File: src/rtl/core/mkd_pkg.sv
// Shared types and constants for the matrix keypad debouncer.
package mkd_pkg;

    localparam int ROWS_DEF  = 5;
    localparam int COLS_DEF  = 4;
    localparam int KEY_W     = 20;
    localparam int TIME_W    = 32;
    localparam int DEB_W     = 16;
    localparam logic [DEB_W-1:0] DEB_RESET = 16'd50;

    typedef struct packed {
        logic [KEY_W-1:0]  key_levels;
        logic [TIME_W-1:0] now_ms;
    } t_scan;

    typedef struct packed {
        logic [KEY_W-1:0] press_mask;
        logic [KEY_W-1:0] release_mask;
    } t_event;

endpackage

File: src/rtl/core/mkd_lane.sv
// One key lane: stored level and change time, qualify and update.
module mkd_lane (
    input  logic                       i_clk,
    input  logic                       i_rst_n,
    input  logic                       i_en,
    input  logic                       i_level,
    input  logic [mkd_pkg::TIME_W-1:0] i_limit,
    input  logic [mkd_pkg::TIME_W-1:0] i_now,
    output logic                       o_press,
    output logic                       o_release
);
    import mkd_pkg::*;

    logic              r_level;
    logic [TIME_W-1:0] r_time;
    logic              w_accept;

    assign w_accept  = (i_level != r_level) && (i_limit > r_time);
    assign o_press   = w_accept && !i_level;
    assign o_release = w_accept && i_level;

    always_ff @(posedge i_clk) begin
        if (!i_rst_n) begin
            r_level <= 1'b1;
            r_time  <= '0;
        end else if (i_en && w_accept) begin
            r_level <= i_level;
            r_time  <= i_now;
        end
    end

endmodule

File: src/rtl/core/mkd_merge.sv
// Merge stage: collects lane events into the output masks register.
module mkd_merge #(
    parameter int NKEYS = mkd_pkg::ROWS_DEF * mkd_pkg::COLS_DEF
) (
    input  logic             i_clk,
    input  logic             i_rst_n,
    input  logic             i_load,
    input  logic [NKEYS-1:0] i_press,
    input  logic [NKEYS-1:0] i_release,
    input  logic             i_ready,
    output logic             o_valid,
    output mkd_pkg::t_event  o_evt
);
    import mkd_pkg::*;

    logic   r_valid;
    t_event r_evt;
    t_event n_evt;

    // keys beyond the field width are dropped
    genvar g;
    generate
        for (g = 0; g < KEY_W; g++) begin : g_bit
            if (g < NKEYS) begin : g_on
                assign n_evt.press_mask[g]   = i_press[g];
                assign n_evt.release_mask[g] = i_release[g];
            end else begin : g_off
                assign n_evt.press_mask[g]   = 1'b0;
                assign n_evt.release_mask[g] = 1'b0;
            end
        end
    endgenerate

    always_ff @(posedge i_clk) begin
        if (!i_rst_n) begin
            r_valid <= 1'b0;
        end else if (i_load) begin
            r_valid <= 1'b1;
        end else if (i_ready) begin
            r_valid <= 1'b0;
        end
    end

    always_ff @(posedge i_clk) begin
        if (i_load) begin
            r_evt <= n_evt;
        end
    end

    assign o_valid = r_valid;
    assign o_evt   = r_evt;

endmodule

File: src/rtl/core/matrix_keypad_debounce.sv
// Matrix keypad debouncer: an accepted request is registered in stage A, then in the merge stage.
// Throughput: one scan per cycle while the output is not stalled; every key has its own lane,
// so the per-key compare and update of level and change time run for all keys in parallel.
// Stage A holds the scan and its time limit, the merge stage holds the masks.
// Synchronous active-low reset: all keys released, change times zero,
// debounce time 50 ms, pipeline empty.
module matrix_keypad_debounce #(
    parameter int ROWS = mkd_pkg::ROWS_DEF,
    parameter int COLS = mkd_pkg::COLS_DEF
) (
    input  logic                      i_clk,
    input  logic                      i_rst_n,
    input  logic                      i_cfg_we,
    input  logic [mkd_pkg::DEB_W-1:0] i_cfg_data,
    input  logic                      i_in_valid,
    output logic                      o_in_ready,
    input  mkd_pkg::t_scan            i_in,
    output logic                      o_out_valid,
    input  logic                      i_out_ready,
    output mkd_pkg::t_event           o_out
);
    import mkd_pkg::*;

    localparam int NKEYS = ROWS * COLS;

    logic [DEB_W-1:0]  r_debounce;
    logic              r_a_valid;
    logic [NKEYS-1:0]  r_a_levels;
    logic [TIME_W-1:0] r_a_limit;
    logic [TIME_W-1:0] r_a_now;

    logic [NKEYS-1:0]  n_levels;
    logic [NKEYS-1:0]  w_press;
    logic [NKEYS-1:0]  w_release;
    logic              w_adv;
    logic              w_take;

    assign w_adv      = r_a_valid && (!o_out_valid || i_out_ready);
    assign o_in_ready = !r_a_valid || w_adv;
    assign w_take     = i_in_valid && o_in_ready;

    // keys past the field width read as pressed
    genvar g;
    generate
        for (g = 0; g < NKEYS; g++) begin : g_lvl
            if (g < KEY_W) begin : g_in
                assign n_levels[g] = i_in.key_levels[g];
            end else begin : g_zero
                assign n_levels[g] = 1'b0;
            end
        end
    endgenerate

    always_ff @(posedge i_clk) begin
        if (!i_rst_n) begin
            r_debounce <= DEB_RESET;
            r_a_valid  <= 1'b0;
        end else begin
            if (i_cfg_we) begin
                r_debounce <= i_cfg_data;
            end
            if (w_take) begin
                r_a_valid <= 1'b1;
            end else if (w_adv) begin
                r_a_valid <= 1'b0;
            end
        end
    end

    always_ff @(posedge i_clk) begin
        if (w_take) begin
            r_a_levels <= n_levels;
            r_a_limit  <= i_in.now_ms - TIME_W'(r_debounce);
            r_a_now    <= i_in.now_ms;
        end
    end

    generate
        for (g = 0; g < NKEYS; g++) begin : g_lane
            mkd_lane u_lane (
                .i_clk     (i_clk),
                .i_rst_n   (i_rst_n),
                .i_en      (w_adv),
                .i_level   (r_a_levels[g]),
                .i_limit   (r_a_limit),
                .i_now     (r_a_now),
                .o_press   (w_press[g]),
                .o_release (w_release[g])
            );
        end
    endgenerate

    mkd_merge #(
        .NKEYS (NKEYS)
    ) u_merge (
        .i_clk     (i_clk),
        .i_rst_n   (i_rst_n),
        .i_load    (w_adv),
        .i_press   (w_press),
        .i_release (w_release),
        .i_ready   (i_out_ready),
        .o_valid   (o_out_valid),
        .o_evt     (o_out)
    );

endmodule

File: config.mk
export PLATFORM = sky130hd
export DESIGN_NAME = matrix_keypad_debounce
export DESIGN_NICKNAME = d
export VERILOG_FILES = /design/src/rtl/core/mkd_pkg.sv /design/src/rtl/core/mkd_lane.sv /design/src/rtl/core/mkd_merge.sv /design/src/rtl/core/matrix_keypad_debounce.sv
export SDC_FILE = /design/constraint.sdc
export NUM_CORES = 2
export LEC_CHECK = 0
export ABC_AREA = 1
export ABC_CLOCK_PERIOD_IN_PS = 14800
export BUFFER_PORTS_ARGS = -buffer_cell sky130_fd_sc_hd__buf_2
export CAP_MARGIN = 5
export CORE_AREA = 4 4 378 380
export DETAILED_ROUTE_END_ITERATION = 10
export DIE_AREA = 0 0 382 384
export HOLD_SLACK_MARGIN = 0.12
export PLACE_DENSITY = 0.62
export SYNTH_ARGS = -nofsm -noshare
export SYNTH_HDL_FRONTEND = slang
export SYNTH_HIERARCHICAL = 1
export SYNTH_SLANG_ARGS = --single-unit
File: constraint.sdc
create_clock -name i_clk -period 14.8 [get_ports i_clk]
set_clock_uncertainty 0.1 [all_clocks]
set_input_delay 2.96 -clock i_clk [delete_from_list [all_inputs] [get_ports i_clk]]
set_output_delay 2.96 -clock i_clk [all_outputs]
set_load 0.05 [all_outputs]
==> results.md <==
* Synth top area share at 0.245
* Multi-input gate area at 28,100 um2
* Slew Limit Headroom at 0.109
* R2R Path Start: r_a_limit[1]$_DFFE_PP_
* Worst hold endpoint: r_debounce[11]$_SDFFE_PN0P_
* Vias in the first global route at 45,900
* Max Cap Viol at 0
* Clk Latency, worst-skew pair at 0.71 ns
* # nets final at 9,103
* Post-synth top cells: inv_1 (2,187), nand2_1 (2,153), nor2_1 (910)
* Die width at 382 um
* Post-synth top area cell: dfxtp_1
* Vias after detailed routing at 50,100
* CP Data Required Time at 11.74 ns
* Drt via density at 4.85
* Port Buf Inserts at 114
* Hold path depth at 2
* Register area at 17,300 um2
* Setup TNS at 0 ns
* Gr ovfl total at 0
* Synth Cell Area at 55,500 um2
* RSZ-0062 raised after global routing: false
* Mean routed wirelength per cell at 16.6 um
* Syn Area/Cell at 6.60 um2
* Non-Filler Instances at 10,300
* Worst reg2reg path depth at 9
* VDD IR max at 0.102 mV
* Final Critical Period at 6.57 ns
* Hold_ws at 0.362 ns
* Layout cells sized above 1 at 0.0563
* Count leader, synth: inv_1
* Io pins at 115
* WS Path Type: in2out
* Core area at 139,000 um2
* Final Hold Viols at 0
* Initial Util at 0.398
* Count of final setup violators at 0
* DPL Wire Length at 94.4 mm
* Post-CTS setup buffer count at 0
* Initial antenna violation count at 1
* Num rows at 137
* Initial DRC count at 3,812
* Die Height at 384 um
* Routability Congestion at 0.823
* F_max at 0.152 GHz
* Final wirelength at 171 mm
* Clk pin slew, worst setup/hold paths at 0.06 ns
* Placement Cell Area at 57,300 um2
* DR DRC count at 0
* DRT Pass-1 Iters at 6
* Crit start category: input port
* CTS Buf Count at 98
* Yosys reg bits at 802
* CTS resizes at 0
* Synth cell types at 35
* Antenna fix cells at 0
* Pwr Total at 6.67 mW
* ANT nets after route at 0
* DIE AREA at 147,000 um2
* Worst reg2reg endpoint: g_lane[1].u_lane/r_level$_SDFFE_PN1P_
* Wire length of the first global-routing pass at 263 mm
* Primary FF master, synth: dfxtp_1
* Setup crit end kind: output pin
* Fillers at 14,300
* Area delta synth->final at 9.21%
* Root Buffer: clkbuf_16
* Hold Startpoint: r_debounce[11]$_SDFFE_PN0P_
* Leak Pwr at 32.0 nW
* Final Cell Area at 60,600 um2
* Mapped Nets at 9,131
* Post-synthesis async set-or-reset flop share at 0
* Period utilization at 0.444
* Actual transition at the worst max-transition pin at 1.34 ns
* Clk buf depth at 3
* EDFF count, synth at 124
* Final Max Tran Viols at 0
* GRT Total Usage at 0.229
* Largest net degree at the start of global routing at 148
* Top cells by area, synth: dfxtp_1 (24%), inv_1 (15%), ha_1 (15%), nand2_1 (15%), nand4_1 (7.9%)
* # H-tree levels at 3
* Worst Hold Class: reg2reg
* CTS tree: built
* Synth Warn # at 6
* Placed instance count at 10,100
* Gate Count Post-Synth at 8,401
* Post-synthesis sequential area ratio at 0.312
* Status: finished, final reports clean
* R2R setup slack at 10.45 ns
* Hold-fix buffers at CTS at 0
* Num Clock Sinks at 802
* Worst Path Arrival at 3.51 ns
* Critical path fanouts, max at 3
* Power Density at 110 nW/um2
[logic make-up after synthesis]
| family | count (synthesis) | synth area share |
|---|---|---|
| XOR/XNOR | 34 | 0.00537 |
| adder cells (fa/ha/maj) | 657 | 0.148 |
| flip-flops | 802 | 0.312 |
| AND/OR/NAND/NOR | 3926 | 0.307 |
| AO/OA/AOI/OAI | 449 | 0.0448 |
| buffers and inverters | 2533 | 0.182 |
[area by class of cell]
cell class | count | share of cell area
Timing Repair Buffer | 215 | 0.0225
Sequential cell | 802 | 0.286
Clock buffer | 148 | 0.0476
Tap cell | 1876 | 0.0388
Inverter | 2190 | 0.136
Multi-Input combinational cell | 5066 | 0.463
Clock inverter | 33 | 0.00642
[metrics by stage]
step | worst slack (ns) | util
after detailed placement | 8.21 | 0.412
after global routing | 8.17 | 0.435
after floorplan | 6.80 | -
after global placement | 8.24 | 0.412
final | 8.23 | 0.435
after CTS | 8.23 | 0.435
[worst max-delay path, stage by stage]
cell     delay (ns)
buf_2          0.10
inv_1          0.10
nand3_1        0.11
buf_2          0.23
[worst max path at each step]
stage,startpoint,end
2_1_floorplan,i_out_ready,g_lane[0].u_lane/r_time[17]$_SDFFE_PN0P_
3_3_place_gp,i_out_ready,o_in_ready
3_5_place_dp,i_out_ready,g_lane[16].u_lane/r_time[31]$_SDFFE_PN0P_
4_1_cts,i_out_ready,o_in_ready
5_1_grt,i_out_ready,o_in_ready
6_report,i_out_ready,o_in_ready
[per-layer routing]
layer,track usage,wire length [um]
met1,0.284,73400
met4,0.0894,7650
met2,0.398,80100
met3,0.0328,10300
met5,0,0
[where the power goes]
| group | switching, mW | total, mW | leakage, nW | internal, mW |
|---|---|---|---|---|
| Sequential | 0.0451 | 2.41 | 6.74 | 2.37 |
| Combinational | 1.22 | 1.78 | 23.6 | 0.560 |
| Clock | 1.02 | 2.48 | 1.61 | 1.46 |
| Total | 2.28 | 6.67 | 32.0 | 4.39 |
[cell usage in the layout (no fill, tap or decap), types with 22 or more instances in the layout]
cell type / count
nor2_1: 910
buf_2: 113
o21a_1: 40
buf_4: 99
nor2_2: 24
nand4_1: 703
clkbuf_16: 100
edfxtp_1: 124
ha_1: 656
dfxtp_1: 678
o21ai_0: 56
nand3_1: 67
nand2_2: 36
inv_1: 2186
nand2_1: 2153
xnor2_1: 22
a21oi_1: 306
a21oi_2: 22
clkbuf_1: 28
[registers in the layout (all words and copies together) (netlist names)]
register,flops
r_a_valid,1
u_merge/o_evt,40
g_lane.u_lane/r_level,20
r_a_now,32
g_lane.u_lane/r_time,640
r_a_limit,32
r_debounce,16
u_merge/o_valid,1
r_a_levels,20
Note: power is estimated with default switching activity, not from simulation.
